### config.mk
export PLATFORM = sky130hd
export DESIGN_NAME = byte_stream_hash_engine
export DESIGN_NICKNAME = d
export VERILOG_FILES = /design/src/rtl/core/bshe_pkg.sv /design/src/rtl/core/bshe_mul.sv /design/src/rtl/core/bshe_seq.sv /design/src/rtl/core/byte_stream_hash_engine.sv
export SDC_FILE = /design/constraint.sdc
export NUM_CORES = 2
export LEC_CHECK = 0
export ABC_AREA = 1
export BUFFER_PORTS_ARGS = -buffer_cell sky130_fd_sc_hd__buf_4
export CORE_MARGIN = 2
export CORE_UTILIZATION = 45
export CTS_CLUSTER_DIAMETER = 200
export DETAILED_ROUTE_END_ITERATION = 10
export SLEW_MARGIN = 30
export SYNTH_ARGS = -nofsm -noshare
export SYNTH_HDL_FRONTEND = slang
export SYNTH_SLANG_ARGS = --single-unit
### constraint.sdc
create_clock -name clk -period 13.8 [get_ports clk]
set_clock_uncertainty 0.05 [all_clocks]
set_input_delay 1.38 -clock clk [delete_from_list [all_inputs] [get_ports clk]]
set_output_delay 1.38 -clock clk [all_outputs]
set_load 0.05 [all_outputs]
### src/rtl/core/bshe_pkg.sv
// bshe_pkg: shared types, codes and constants of the byte stream hash engine
// no dependencies; used by bshe_mul, bshe_seq and byte_stream_hash_engine
`timescale 1ns / 1ps
`default_nettype none

package bshe_pkg;

    // hash mode codes
    localparam logic [1:0] MODE_FNV32 = 2'd0;
    localparam logic [1:0] MODE_FNV64 = 2'd1;
    localparam logic [1:0] MODE_MUR32 = 2'd2;
    localparam logic [1:0] MODE_MUR64 = 2'd3;

    // configuration register indexes
    localparam int unsigned CFG_IDX_W = 1;
    localparam logic [CFG_IDX_W-1:0] REG_HASH_MODE = 1'b0;
    localparam logic [CFG_IDX_W-1:0] REG_HASH_SEED = 1'b1;

    // algorithm constants
    localparam logic [63:0] FNV32_BASIS = 64'd2166136261;
    localparam logic [63:0] FNV32_MUL   = 64'h0000_0000_0100_0193;
    localparam logic [63:0] FNV64_BASIS = 64'd14695981039346656037;
    localparam logic [63:0] FNV64_MUL   = 64'h0000_0100_0000_01B3;
    localparam logic [63:0] MUR32_M     = 64'h0000_0000_5BD1_E995;
    localparam logic [63:0] MUR64_M     = 64'hC6A4_A793_5BD1_E995;

    // sequencer states
    typedef enum logic [2:0] {
        S_IDLE,
        S_INIT,
        S_BYTE,
        S_MUL_GO,
        S_MUL_WAIT,
        S_FIN,
        S_EMIT
    } seq_state_t;

    // multiply operations issued to the shared multiplier
    typedef enum logic [3:0] {
        MOP_INIT64,
        MOP_FNV32,
        MOP_FNV64,
        MOP_K1_32,
        MOP_K2_32,
        MOP_H_32,
        MOP_K1_64,
        MOP_K2_64,
        MOP_H_64,
        MOP_TAIL_32,
        MOP_F2_32,
        MOP_TAIL_64,
        MOP_F2_64
    } mop_t;

    // multiplier request and response
    typedef struct packed {
        logic        start;
        logic        wide;
        logic [63:0] opa;
        logic [63:0] opb;
    } mul_req_t;

    typedef struct packed {
        logic        done;
        logic [63:0] product;
    } mul_rsp_t;

endpackage

`default_nettype wire

### src/rtl/core/bshe_mul.sv
// bshe_mul: shared multiplier giving the low 64 bits of a 64x64 product (wide) or the 32x32 product of the low halves
// one 32x32 partial product per cycle; depends on bshe_pkg
`timescale 1ns / 1ps
`default_nettype none

module bshe_mul (
    input  wire logic               clk,
    input  wire logic               rst_n,
    input  bshe_pkg::mul_req_t      req,
    output bshe_pkg::mul_rsp_t      rsp
);

    localparam logic [1:0] MSTEP_LL = 2'd0;
    localparam logic [1:0] MSTEP_HL = 2'd1;
    localparam logic [1:0] MSTEP_LH = 2'd2;

    logic [63:0] opa_reg;
    logic [63:0] opb_reg;
    logic        wide_reg;
    logic [63:0] acc_reg;
    logic [63:0] acc_next;
    logic        busy_reg;
    logic        busy_next;
    logic [1:0]  step_reg;
    logic [1:0]  step_next;
    logic        done_reg;
    logic        done_next;
    logic [31:0] mx;
    logic [31:0] my;
    logic [63:0] prod;
    logic        last_step;

    // partial product operand select
    always_comb
    begin
        case (step_reg)
            MSTEP_LL:
            begin
                mx = opa_reg[31:0];
                my = opb_reg[31:0];
            end
            MSTEP_HL:
            begin
                mx = opa_reg[63:32];
                my = opb_reg[31:0];
            end
            MSTEP_LH:
            begin
                mx = opa_reg[31:0];
                my = opb_reg[63:32];
            end
            default:
            begin
                mx = 32'd0;
                my = 32'd0;
            end
        endcase
    end

    // one 32x32 multiply, accumulated into the low 64 bits
    assign prod      = {32'd0, mx} * {32'd0, my};
    assign acc_next  = (step_reg == MSTEP_LL) ? prod : acc_reg + {prod[31:0], 32'd0};
    assign last_step = !wide_reg || (step_reg == MSTEP_LH);

    // step control
    always_comb
    begin
        busy_next = busy_reg;
        step_next = step_reg;
        done_next = 1'b0;
        if (req.start)
        begin
            busy_next = 1'b1;
            step_next = MSTEP_LL;
        end
        else if (busy_reg)
        begin
            if (last_step)
            begin
                busy_next = 1'b0;
                done_next = 1'b1;
            end
            else
            begin
                step_next = step_reg + 2'd1;
            end
        end
    end

    always_ff @(posedge clk or negedge rst_n)
    begin
        if (!rst_n)
        begin
            busy_reg <= 1'b0;
            step_reg <= MSTEP_LL;
            done_reg <= 1'b0;
        end
        else
        begin
            busy_reg <= busy_next;
            step_reg <= step_next;
            done_reg <= done_next;
        end
    end

    // operands and accumulator
    always_ff @(posedge clk)
    begin
        if (req.start)
        begin
            opa_reg  <= req.opa;
            opb_reg  <= req.opb;
            wide_reg <= req.wide;
        end
        else if (busy_reg)
        begin
            acc_reg <= acc_next;
        end
    end

    assign rsp.done    = done_reg;
    assign rsp.product = acc_reg;

endmodule

`default_nettype wire

### src/rtl/core/bshe_seq.sv
// bshe_seq: per-byte sequencer and hash state of the byte stream hash engine
// drives the shared bshe_mul; depends on bshe_pkg
`timescale 1ns / 1ps
`default_nettype none

module bshe_seq (
    input  wire logic               clk,
    input  wire logic               rst_n,
    input  wire logic               item_fire,
    input  wire logic [7:0]         data_byte,
    input  wire logic               byte_present,
    input  wire logic               last_byte,
    input  wire logic [31:0]        message_length,
    input  wire logic [1:0]         hash_mode,
    input  wire logic [63:0]        hash_seed,
    input  wire logic               slot_free,
    output logic                    item_stall,
    output logic                    emit,
    output logic [63:0]             emit_value,
    output bshe_pkg::mul_req_t      mul_req,
    input  bshe_pkg::mul_rsp_t      mul_rsp
);

    bshe_pkg::seq_state_t state_reg, state_next;
    bshe_pkg::mop_t       mop_reg, mop_next;

    logic [63:0] h_reg, h_next;
    logic [63:0] k_reg, k_next;
    logic [63:0] blk_reg, blk_next;
    logic [2:0]  fill_reg, fill_next;
    logic        in_msg_reg, in_msg_next;
    logic [63:0] res_reg, res_next;

    logic [7:0]  byte_reg;
    logic        present_reg;
    logic        last_reg;
    logic [31:0] len_reg;

    logic [3:0]  pos4;
    logic [63:0] blk_ins;
    logic [63:0] p;
    logic [31:0] p32;
    logic [31:0] h32;

    // byte insertion into the pending little-endian block
    assign pos4    = {1'b0, fill_reg} + 4'd1;
    assign blk_ins = blk_reg | ({56'd0, byte_reg} << {fill_reg, 3'b000});
    assign p       = mul_rsp.product;
    assign p32     = mul_rsp.product[31:0];
    assign h32     = h_reg[31:0];

    // multiplier operands per operation
    always_comb
    begin
        mul_req.start = (state_reg == bshe_pkg::S_MUL_GO);
        case (mop_reg)
            bshe_pkg::MOP_INIT64:
            begin
                mul_req.wide = 1'b1;
                mul_req.opa  = {32'd0, len_reg};
                mul_req.opb  = bshe_pkg::MUR64_M;
            end
            bshe_pkg::MOP_FNV32:
            begin
                mul_req.wide = 1'b0;
                mul_req.opa  = {32'd0, h32 ^ {24'd0, byte_reg}};
                mul_req.opb  = bshe_pkg::FNV32_MUL;
            end
            bshe_pkg::MOP_FNV64:
            begin
                mul_req.wide = 1'b1;
                mul_req.opa  = h_reg ^ {56'd0, byte_reg};
                mul_req.opb  = bshe_pkg::FNV64_MUL;
            end
            bshe_pkg::MOP_K1_32, bshe_pkg::MOP_K2_32:
            begin
                mul_req.wide = 1'b0;
                mul_req.opa  = k_reg;
                mul_req.opb  = bshe_pkg::MUR32_M;
            end
            bshe_pkg::MOP_H_32, bshe_pkg::MOP_F2_32:
            begin
                mul_req.wide = 1'b0;
                mul_req.opa  = h_reg;
                mul_req.opb  = bshe_pkg::MUR32_M;
            end
            bshe_pkg::MOP_TAIL_32:
            begin
                mul_req.wide = 1'b0;
                mul_req.opa  = h_reg ^ blk_reg;
                mul_req.opb  = bshe_pkg::MUR32_M;
            end
            bshe_pkg::MOP_K1_64, bshe_pkg::MOP_K2_64:
            begin
                mul_req.wide = 1'b1;
                mul_req.opa  = k_reg;
                mul_req.opb  = bshe_pkg::MUR64_M;
            end
            bshe_pkg::MOP_H_64, bshe_pkg::MOP_F2_64:
            begin
                mul_req.wide = 1'b1;
                mul_req.opa  = h_reg;
                mul_req.opb  = bshe_pkg::MUR64_M;
            end
            bshe_pkg::MOP_TAIL_64:
            begin
                mul_req.wide = 1'b1;
                mul_req.opa  = h_reg ^ blk_reg;
                mul_req.opb  = bshe_pkg::MUR64_M;
            end
            default:
            begin
                mul_req.wide = 1'b0;
                mul_req.opa  = 64'd0;
                mul_req.opb  = 64'd0;
            end
        endcase
    end

    // next state and hash state updates
    always_comb
    begin
        state_next  = state_reg;
        mop_next    = mop_reg;
        h_next      = h_reg;
        k_next      = k_reg;
        blk_next    = blk_reg;
        fill_next   = fill_reg;
        in_msg_next = in_msg_reg;
        res_next    = res_reg;
        emit        = 1'b0;
        item_stall  = (state_reg != bshe_pkg::S_IDLE);

        case (state_reg)
            bshe_pkg::S_IDLE:
            begin
                if (item_fire)
                begin
                    state_next = bshe_pkg::S_INIT;
                end
            end

            // open a message on its first item
            bshe_pkg::S_INIT:
            begin
                state_next = bshe_pkg::S_BYTE;
                if (!in_msg_reg)
                begin
                    blk_next    = 64'd0;
                    fill_next   = 3'd0;
                    in_msg_next = 1'b1;
                    case (hash_mode)
                        bshe_pkg::MODE_FNV32: h_next = bshe_pkg::FNV32_BASIS;
                        bshe_pkg::MODE_FNV64: h_next = bshe_pkg::FNV64_BASIS;
                        bshe_pkg::MODE_MUR32: h_next = {32'd0, hash_seed[31:0] ^ len_reg};
                        bshe_pkg::MODE_MUR64:
                        begin
                            mop_next   = bshe_pkg::MOP_INIT64;
                            state_next = bshe_pkg::S_MUL_GO;
                        end
                        default: h_next = h_reg;
                    endcase
                end
            end

            // absorb the byte
            bshe_pkg::S_BYTE:
            begin
                state_next = bshe_pkg::S_FIN;
                if (present_reg)
                begin
                    case (hash_mode)
                        bshe_pkg::MODE_FNV32:
                        begin
                            mop_next   = bshe_pkg::MOP_FNV32;
                            state_next = bshe_pkg::S_MUL_GO;
                        end
                        bshe_pkg::MODE_FNV64:
                        begin
                            mop_next   = bshe_pkg::MOP_FNV64;
                            state_next = bshe_pkg::S_MUL_GO;
                        end
                        bshe_pkg::MODE_MUR32:
                        begin
                            if (pos4 >= 4'd4)
                            begin
                                k_next     = {32'd0, blk_ins[31:0]};
                                blk_next   = 64'd0;
                                fill_next  = 3'd0;
                                mop_next   = bshe_pkg::MOP_K1_32;
                                state_next = bshe_pkg::S_MUL_GO;
                            end
                            else
                            begin
                                blk_next  = blk_ins;
                                fill_next = pos4[2:0];
                            end
                        end
                        bshe_pkg::MODE_MUR64:
                        begin
                            if (pos4 == 4'd8)
                            begin
                                k_next     = blk_ins;
                                blk_next   = 64'd0;
                                fill_next  = 3'd0;
                                mop_next   = bshe_pkg::MOP_K1_64;
                                state_next = bshe_pkg::S_MUL_GO;
                            end
                            else
                            begin
                                blk_next  = blk_ins;
                                fill_next = pos4[2:0];
                            end
                        end
                        default: state_next = bshe_pkg::S_FIN;
                    endcase
                end
            end

            bshe_pkg::S_MUL_GO:
            begin
                state_next = bshe_pkg::S_MUL_WAIT;
            end

            // write back the product and chain the next operation
            bshe_pkg::S_MUL_WAIT:
            begin
                if (mul_rsp.done)
                begin
                    state_next = bshe_pkg::S_MUL_GO;
                    case (mop_reg)
                        bshe_pkg::MOP_INIT64:
                        begin
                            h_next     = hash_seed ^ p;
                            state_next = bshe_pkg::S_BYTE;
                        end
                        bshe_pkg::MOP_FNV32:
                        begin
                            h_next     = {32'd0, p32};
                            state_next = bshe_pkg::S_FIN;
                        end
                        bshe_pkg::MOP_FNV64:
                        begin
                            h_next     = p;
                            state_next = bshe_pkg::S_FIN;
                        end
                        bshe_pkg::MOP_K1_32:
                        begin
                            k_next   = {32'd0, p32 ^ (p32 >> 24)};
                            mop_next = bshe_pkg::MOP_K2_32;
                        end
                        bshe_pkg::MOP_K2_32:
                        begin
                            k_next   = {32'd0, p32};
                            mop_next = bshe_pkg::MOP_H_32;
                        end
                        bshe_pkg::MOP_H_32:
                        begin
                            h_next     = {32'd0, p32 ^ k_reg[31:0]};
                            state_next = bshe_pkg::S_FIN;
                        end
                        bshe_pkg::MOP_K1_64:
                        begin
                            k_next   = p ^ (p >> 47);
                            mop_next = bshe_pkg::MOP_K2_64;
                        end
                        bshe_pkg::MOP_K2_64:
                        begin
                            h_next   = h_reg ^ p;
                            mop_next = bshe_pkg::MOP_H_64;
                        end
                        bshe_pkg::MOP_H_64:
                        begin
                            h_next     = p;
                            state_next = bshe_pkg::S_FIN;
                        end
                        bshe_pkg::MOP_TAIL_32:
                        begin
                            h_next   = {32'd0, p32 ^ (p32 >> 13)};
                            mop_next = bshe_pkg::MOP_F2_32;
                        end
                        bshe_pkg::MOP_F2_32:
                        begin
                            res_next   = {32'd0, p32 ^ (p32 >> 15)};
                            state_next = bshe_pkg::S_EMIT;
                        end
                        bshe_pkg::MOP_TAIL_64:
                        begin
                            h_next   = p ^ (p >> 47);
                            mop_next = bshe_pkg::MOP_F2_64;
                        end
                        bshe_pkg::MOP_F2_64:
                        begin
                            res_next   = p ^ (p >> 47);
                            state_next = bshe_pkg::S_EMIT;
                        end
                        default: state_next = bshe_pkg::S_IDLE;
                    endcase
                end
            end

            // finalize on the last item
            bshe_pkg::S_FIN:
            begin
                if (!last_reg)
                begin
                    state_next = bshe_pkg::S_IDLE;
                end
                else
                begin
                    state_next = bshe_pkg::S_MUL_GO;
                    case (hash_mode)
                        bshe_pkg::MODE_FNV32:
                        begin
                            res_next   = {32'd0, h32};
                            state_next = bshe_pkg::S_EMIT;
                        end
                        bshe_pkg::MODE_FNV64:
                        begin
                            res_next   = h_reg;
                            state_next = bshe_pkg::S_EMIT;
                        end
                        bshe_pkg::MODE_MUR32:
                        begin
                            if (fill_reg != 3'd0)
                            begin
                                mop_next = bshe_pkg::MOP_TAIL_32;
                            end
                            else
                            begin
                                h_next   = {32'd0, h32 ^ (h32 >> 13)};
                                mop_next = bshe_pkg::MOP_F2_32;
                            end
                        end
                        bshe_pkg::MODE_MUR64:
                        begin
                            if (fill_reg != 3'd0)
                            begin
                                mop_next = bshe_pkg::MOP_TAIL_64;
                            end
                            else
                            begin
                                h_next   = h_reg ^ (h_reg >> 47);
                                mop_next = bshe_pkg::MOP_F2_64;
                            end
                        end
                        default: state_next = bshe_pkg::S_IDLE;
                    endcase
                end
            end

            // hand the digest to the output register and close the message
            bshe_pkg::S_EMIT:
            begin
                if (slot_free)
                begin
                    emit        = 1'b1;
                    h_next      = 64'd0;
                    blk_next    = 64'd0;
                    fill_next   = 3'd0;
                    in_msg_next = 1'b0;
                    state_next  = bshe_pkg::S_IDLE;
                end
            end

            default: state_next = bshe_pkg::S_IDLE;
        endcase
    end

    assign emit_value = res_reg;

    // control and hash state registers
    always_ff @(posedge clk or negedge rst_n)
    begin
        if (!rst_n)
        begin
            state_reg  <= bshe_pkg::S_IDLE;
            mop_reg    <= bshe_pkg::MOP_INIT64;
            h_reg      <= 64'd0;
            blk_reg    <= 64'd0;
            fill_reg   <= 3'd0;
            in_msg_reg <= 1'b0;
        end
        else
        begin
            state_reg  <= state_next;
            mop_reg    <= mop_next;
            h_reg      <= h_next;
            blk_reg    <= blk_next;
            fill_reg   <= fill_next;
            in_msg_reg <= in_msg_next;
        end
    end

    // working registers and captured item fields
    always_ff @(posedge clk)
    begin
        k_reg   <= k_next;
        res_reg <= res_next;
        if (item_fire && (state_reg == bshe_pkg::S_IDLE))
        begin
            byte_reg    <= data_byte;
            present_reg <= byte_present;
            last_reg    <= last_byte;
            len_reg     <= message_length;
        end
    end

    // an emitted digest always closes the message
    a_emit_closes: assert property (@(posedge clk) disable iff (!rst_n)
        emit |=> !in_msg_reg)
        else $error("message still open after digest emit");

    // a product only arrives while the sequencer waits for it
    a_done_in_wait: assert property (@(posedge clk) disable iff (!rst_n)
        mul_rsp.done |-> (state_reg == bshe_pkg::S_MUL_WAIT))
        else $error("multiplier done outside wait state");

    // an accepted transaction always starts with the init step
    a_fire_init: assert property (@(posedge clk) disable iff (!rst_n)
        (item_fire && !item_stall) |=> (state_reg == bshe_pkg::S_INIT))
        else $error("accepted transaction did not enter init");

    // 32-bit modes leave the upper digest bits clear
    a_upper_zero: assert property (@(posedge clk) disable iff (!rst_n)
        (emit && (hash_mode == bshe_pkg::MODE_FNV32 || hash_mode == bshe_pkg::MODE_MUR32))
        |-> (emit_value[63:32] == 32'd0))
        else $error("32-bit digest has upper bits set");

endmodule

`default_nettype wire

### src/rtl/core/byte_stream_hash_engine.sv
// byte_stream_hash_engine: top level with configuration registers and output register
// depends on bshe_pkg, bshe_mul and bshe_seq
//
// Usage:
//   The item channel (item_valid / item_stall) takes one message byte per
//   transaction with byte_present, last_byte and message_length (read on the
//   first item of a message); an empty message is a single item with
//   byte_present low and last_byte high. The result channel (result_valid /
//   result_stall) carries one 64-bit digest per message, after the last item.
//   cfg_index 0 is hash_mode, 1 is hash_seed; cfg_ready is always high.
// Steps:
//   An item passes the accept, init, byte and finish steps, plus a multiply on
//   the shared 32x32 multiplier where needed: the LL partial product for a
//   32-bit product, the LL, HL and LH ones for a 64-bit one. FNV-1a bytes take
//   one multiply each, Murmur bytes inside a block none. A block boundary adds 3
//   multiplies, the first item of a Murmur64A message one 64-bit multiply,
//   the last Murmur item one plus one more for pending tail bytes.
//   A last item adds an emit step; the digest is valid the cycle after its emit.
// Reset clears the mode, seed and hash state. While result_stall holds a
//   digest, the next digest waits in the sequencer and items stall meanwhile.
`timescale 1ns / 1ps
`default_nettype none

module byte_stream_hash_engine (
    input  wire logic                           clk,
    input  wire logic                           rst_n,
    input  wire logic                           item_valid,
    output logic                                item_stall,
    input  wire logic [7:0]                     data_byte,
    input  wire logic                           byte_present,
    input  wire logic                           last_byte,
    input  wire logic [31:0]                    message_length,
    output logic                                result_valid,
    input  wire logic                           result_stall,
    output logic [63:0]                         hash_value,
    input  wire logic                           cfg_valid,
    output logic                                cfg_ready,
    input  wire logic [bshe_pkg::CFG_IDX_W-1:0] cfg_index,
    input  wire logic [63:0]                    cfg_data
);

    logic [1:0]          mode_reg;
    logic [63:0]         seed_reg;
    logic                result_valid_reg;
    logic [63:0]         result_value_reg;
    logic                item_fire;
    logic                slot_free;
    logic                emit;
    logic [63:0]         emit_value;
    logic                seq_stall;
    bshe_pkg::mul_req_t  mul_req;
    bshe_pkg::mul_rsp_t  mul_rsp;

    assign cfg_ready  = 1'b1;
    assign item_stall = seq_stall;
    assign item_fire  = item_valid && !seq_stall;
    assign slot_free  = !result_valid_reg || !result_stall;

    // configuration registers
    always_ff @(posedge clk or negedge rst_n)
    begin
        if (!rst_n)
        begin
            mode_reg <= bshe_pkg::MODE_FNV32;
            seed_reg <= 64'd0;
        end
        else if (cfg_valid && cfg_ready)
        begin
            case (cfg_index)
                bshe_pkg::REG_HASH_MODE: mode_reg <= cfg_data[1:0];
                bshe_pkg::REG_HASH_SEED: seed_reg <= cfg_data;
                default: mode_reg <= mode_reg;
            endcase
        end
    end

    // output register
    always_ff @(posedge clk or negedge rst_n)
    begin
        if (!rst_n)
        begin
            result_valid_reg <= 1'b0;
        end
        else if (emit)
        begin
            result_valid_reg <= 1'b1;
        end
        else if (!result_stall)
        begin
            result_valid_reg <= 1'b0;
        end
    end

    always_ff @(posedge clk)
    begin
        if (emit)
        begin
            result_value_reg <= emit_value;
        end
    end

    assign result_valid = result_valid_reg;
    assign hash_value   = result_value_reg;

    // shared multiplier
    bshe_mul u_mul (
        .clk   (clk),
        .rst_n (rst_n),
        .req   (mul_req),
        .rsp   (mul_rsp)
    );

    // sequencer and hash state
    bshe_seq u_seq (
        .clk            (clk),
        .rst_n          (rst_n),
        .item_fire      (item_fire),
        .data_byte      (data_byte),
        .byte_present   (byte_present),
        .last_byte      (last_byte),
        .message_length (message_length),
        .hash_mode      (mode_reg),
        .hash_seed      (seed_reg),
        .slot_free      (slot_free),
        .item_stall     (seq_stall),
        .emit           (emit),
        .emit_value     (emit_value),
        .mul_req        (mul_req),
        .mul_rsp        (mul_rsp)
    );

endmodule

`default_nettype wire
==> impl_metrics.json <==
{
  "status": "completed",
  "sequentialPowerShare_pct": 46.4,
  "drc": 0,
  "syn_area_sq_um": 58800,
  "p_int_mw": 3.07,
  "crit_top_cell": "inv_1",
  "place_congestion": 1.02,
  "rsz0062_at_grt": "false",
  "r2r-start": "u_mul.step_reg[0]",
  "die_y_um": 366,
  "drv_slew": 0,
  "cts_buffers": 69,
  "hpwlAfterDp_um": 200000,
  "post_cts.repair.setup_buffers": 0,
  "pwr-share-clk_pct": 48.4,
  "die_w_um": 366,
  "firstDrtPassIters": 6,
  "grt_antenna_before_repair": 15,
  "fillers": 12500,
  "syn_to_final_growth_pct": 10.1,
  "yosys_most_used_dff": "edfxtp_1",
  "ir_worst_vdd_mv": 0.123,
  "nets": 8075,
  "fin_crit_sh_pct": 80.9,
  "wire_per_inst_um": 28.7,
  "holdCritStartpoint": "u_seq.emit_value[57]",
  "worstMarginPinSlew_ns": 1.14,
  "whs_endpoint": "hash_value[57]",
  "grt_pass1_vias": 49300,
  "ant_nets": 0,
  "synth_cells": 6688,
  "initial_core_util_pct": 45.4,
  "power.switching_mw": 0.967,
  "timing.rr.end": "u_mul.acc_reg[57]",
  "final.setup.tns_ns": 0,
  "slowest_delay_ns": 0.69,
  "synth_top_area_share_pct": 23.2,
  "grt_usage_pct": 37.4,
  "ys_ff_latch": 579,
  "synth_edf_count": 369,
  "period_needed_ns": 11.17,
  "end_kind": "flip-flop",
  "fp-row-count": 132,
  "ys_seq_area_share_pct": 27.8,
  "root_buffer": "clkbuf_16",
  "rrSetupSlack_ns": 2.63,
  "via_count": 50300,
  "cts_resized": 0,
  "synth.most_common_cell": "inv_1",
  "detail_route.iter0.violations": 6466,
  "core_area_sq_um": 130000,
  "setup_viol": 0,
  "cts.htree.levels": 3,
  "die_area_sq_um": 134000,
  "max_slew_margin_pct": 23.0,
  "cts_tree": "done",
  "grt_max_degree": 116,
  "final_util_pct": 50.0,
  "final-hold-violation-count": 0,
  "critPathArrivalTime_ns": 11.53,
  "cts.sinks": 579,
  "critPathLaunch": "u_mul.step_reg[0]",
  "fin_worst_hold_slack_ns": 0.367,
  "switching_share_pct": 23.9,
  "clock_latency_ns": 0.68,
  "clockBufferDepth": 3,
  "synth_common_cells": "inv_1 (1357), nand2_1 (1002), fa_1 (683)",
  "hold_class": "flip-flop to flip-flop",
  "cp_max_fo": 17,
  "required_ns": 14.16,
  "power_frac_comb_pct": 5.2,
  "pwr_density_cell_nw_per_um2": 62.4,
  "ctsHoldBuffers": 0,
  "synthArstFlopShare_pct": 36.3,
  "whs_path_depth": 0,
  "crit_type": "flip-flop to flip-flop",
  "startpoint_type": "flip-flop",
  "drive_gt1_share_pct": 7.28,
  "avgViaCountPerCell": 5.84,
  "worst_path_max_delay_cell": "nor2_1",
  "fmax_mhz": 89.5,
  "synth_top_area_cell": "fa_1",
  "leakage_nw": 30.0,
  "ys_top_cells_by_area": "fa_1 (23%), edfxtp_1 (19%), ha_1 (10%)",
  "finalWirelength_um": 248000,
  "synth_nets": 7955,
  "max-cap-violations": 0,
  "synth_area_per_cell_sq_um": 8.80,
  "pin_count": 179,
  "yosysWarningCount": 0,
  "rr_worst_depth": 41,
  "io_buffers": 177,
  "grt_overflow": 0,
  "grt_pass1_wl_um": 354000,
  "ys_types": 59,
  "clk_pin_slew_worst_paths_ns": 0.06
}
-- cell families (layout without fill, tap and decap cells) --
logic type	after synthesis	count (layout)	share of synthesized area, %
mux	36	36	0.683
other cells	1	8	0.00637
xor+xnor	184	184	2.74
flops	579	579	27.8
compound gates	1171	1171	11.6
simple gates	1963	1963	13.6
buf+inv	1599	1776	10.4
fa+ha+maj	1155	1155	33.3
-- per-stage QoR --
stage                     setup slack [ns]  power, mW  area, sq um  instances
after floorplan                       1.77       2.02        58800       6688
after global placement                2.57       2.11        62300       8475
after detailed placement              2.74       2.11        62300       8476
after CTS                             2.70       4.05        64700       8604
after global routing                  2.21       4.14        64800       8607
final                                 2.63       4.04        64800       8614
-- critical path, delay by kind of cell, from the launching register on --
kind            cells  cell delay, ns
compound gates      7            1.61
xor+xnor            2            0.75
fa+ha+maj          11            4.69
buf+inv            11            1.49
flops               1            0.41
simple gates       10            1.86
-- layout by cell type, fill, tap and decap left out, types with 38 or more instances in the layout --
cell / Yosys / layout
inv_1: 1357 / 1357
nand2_1: 1002 / 997
fa_1: 683 / 683
nor2_1: 599 / 580
o21ai_0: 491 / 480
ha_1: 472 / 469
edfxtp_1: 369 / 369
a21oi_1: 327 / 326
buf_4: 6 / 269
nand3_1: 236 / 236
dfrtp_1: 210 / 210
xor2_1: 112 / 112
xnor2_1: 72 / 72
o221ai_1: 71 / 70
clkbuf_16: 0 / 70
o211ai_1: 44 / 44
nand4_1: 42 / 42
a22oi_1: 40 / 40
nor3_1: 40 / 38
-- layout make-up --
class                      instances  area (sq um)  area share (%)
inverter                        1373          5160            7.96
clock buffer                      93          1900            2.93
antenna                            7          17.5          0.0270
clock inverter                    35           474           0.732
sequential                       579         16300            25.2
timing repair buffer             275          2160            3.33
tap                             1742          2180            3.36
multi-input combinational       4510         36600            56.5
-- how the worst max path moves through the flow --
stage	to	cells past startpoint
3_5_place_dp	u_mul.acc_reg[63]	38
3_3_place_gp	u_mul.acc_reg[63]	38
4_1_cts	u_mul.acc_reg[63]	38
6_report	u_mul.acc_reg[57]	41
2_1_floorplan	u_seq.k_reg[0]	8
5_1_grt	u_mul.acc_reg[57]	42
-- power groups by stage --
stage | sequential, mW | combinational, mW | clock, mW
after CTS | 1.88 | 0.204 | 1.97
after global routing | 1.88 | 0.230 | 2.04
after floorplan | 1.91 | 0.119 | 0
after global placement | 1.91 | 0.200 | 0
after detailed placement | 1.91 | 0.202 | 0
final | 1.88 | 0.209 | 1.95
-- layer usage --
layer / track usage [%] / routed length [um] / up-vias
met5: 0 / 113 / -
met4: 13.5 / 10200 / 10
met3: 12.4 / 31900 / 465
met2: 53.6 / 103000 / 2990
met1: 52.7 / 102000 / 25100
li1: - / - / 21800
(Power assumes the default switching activity.)
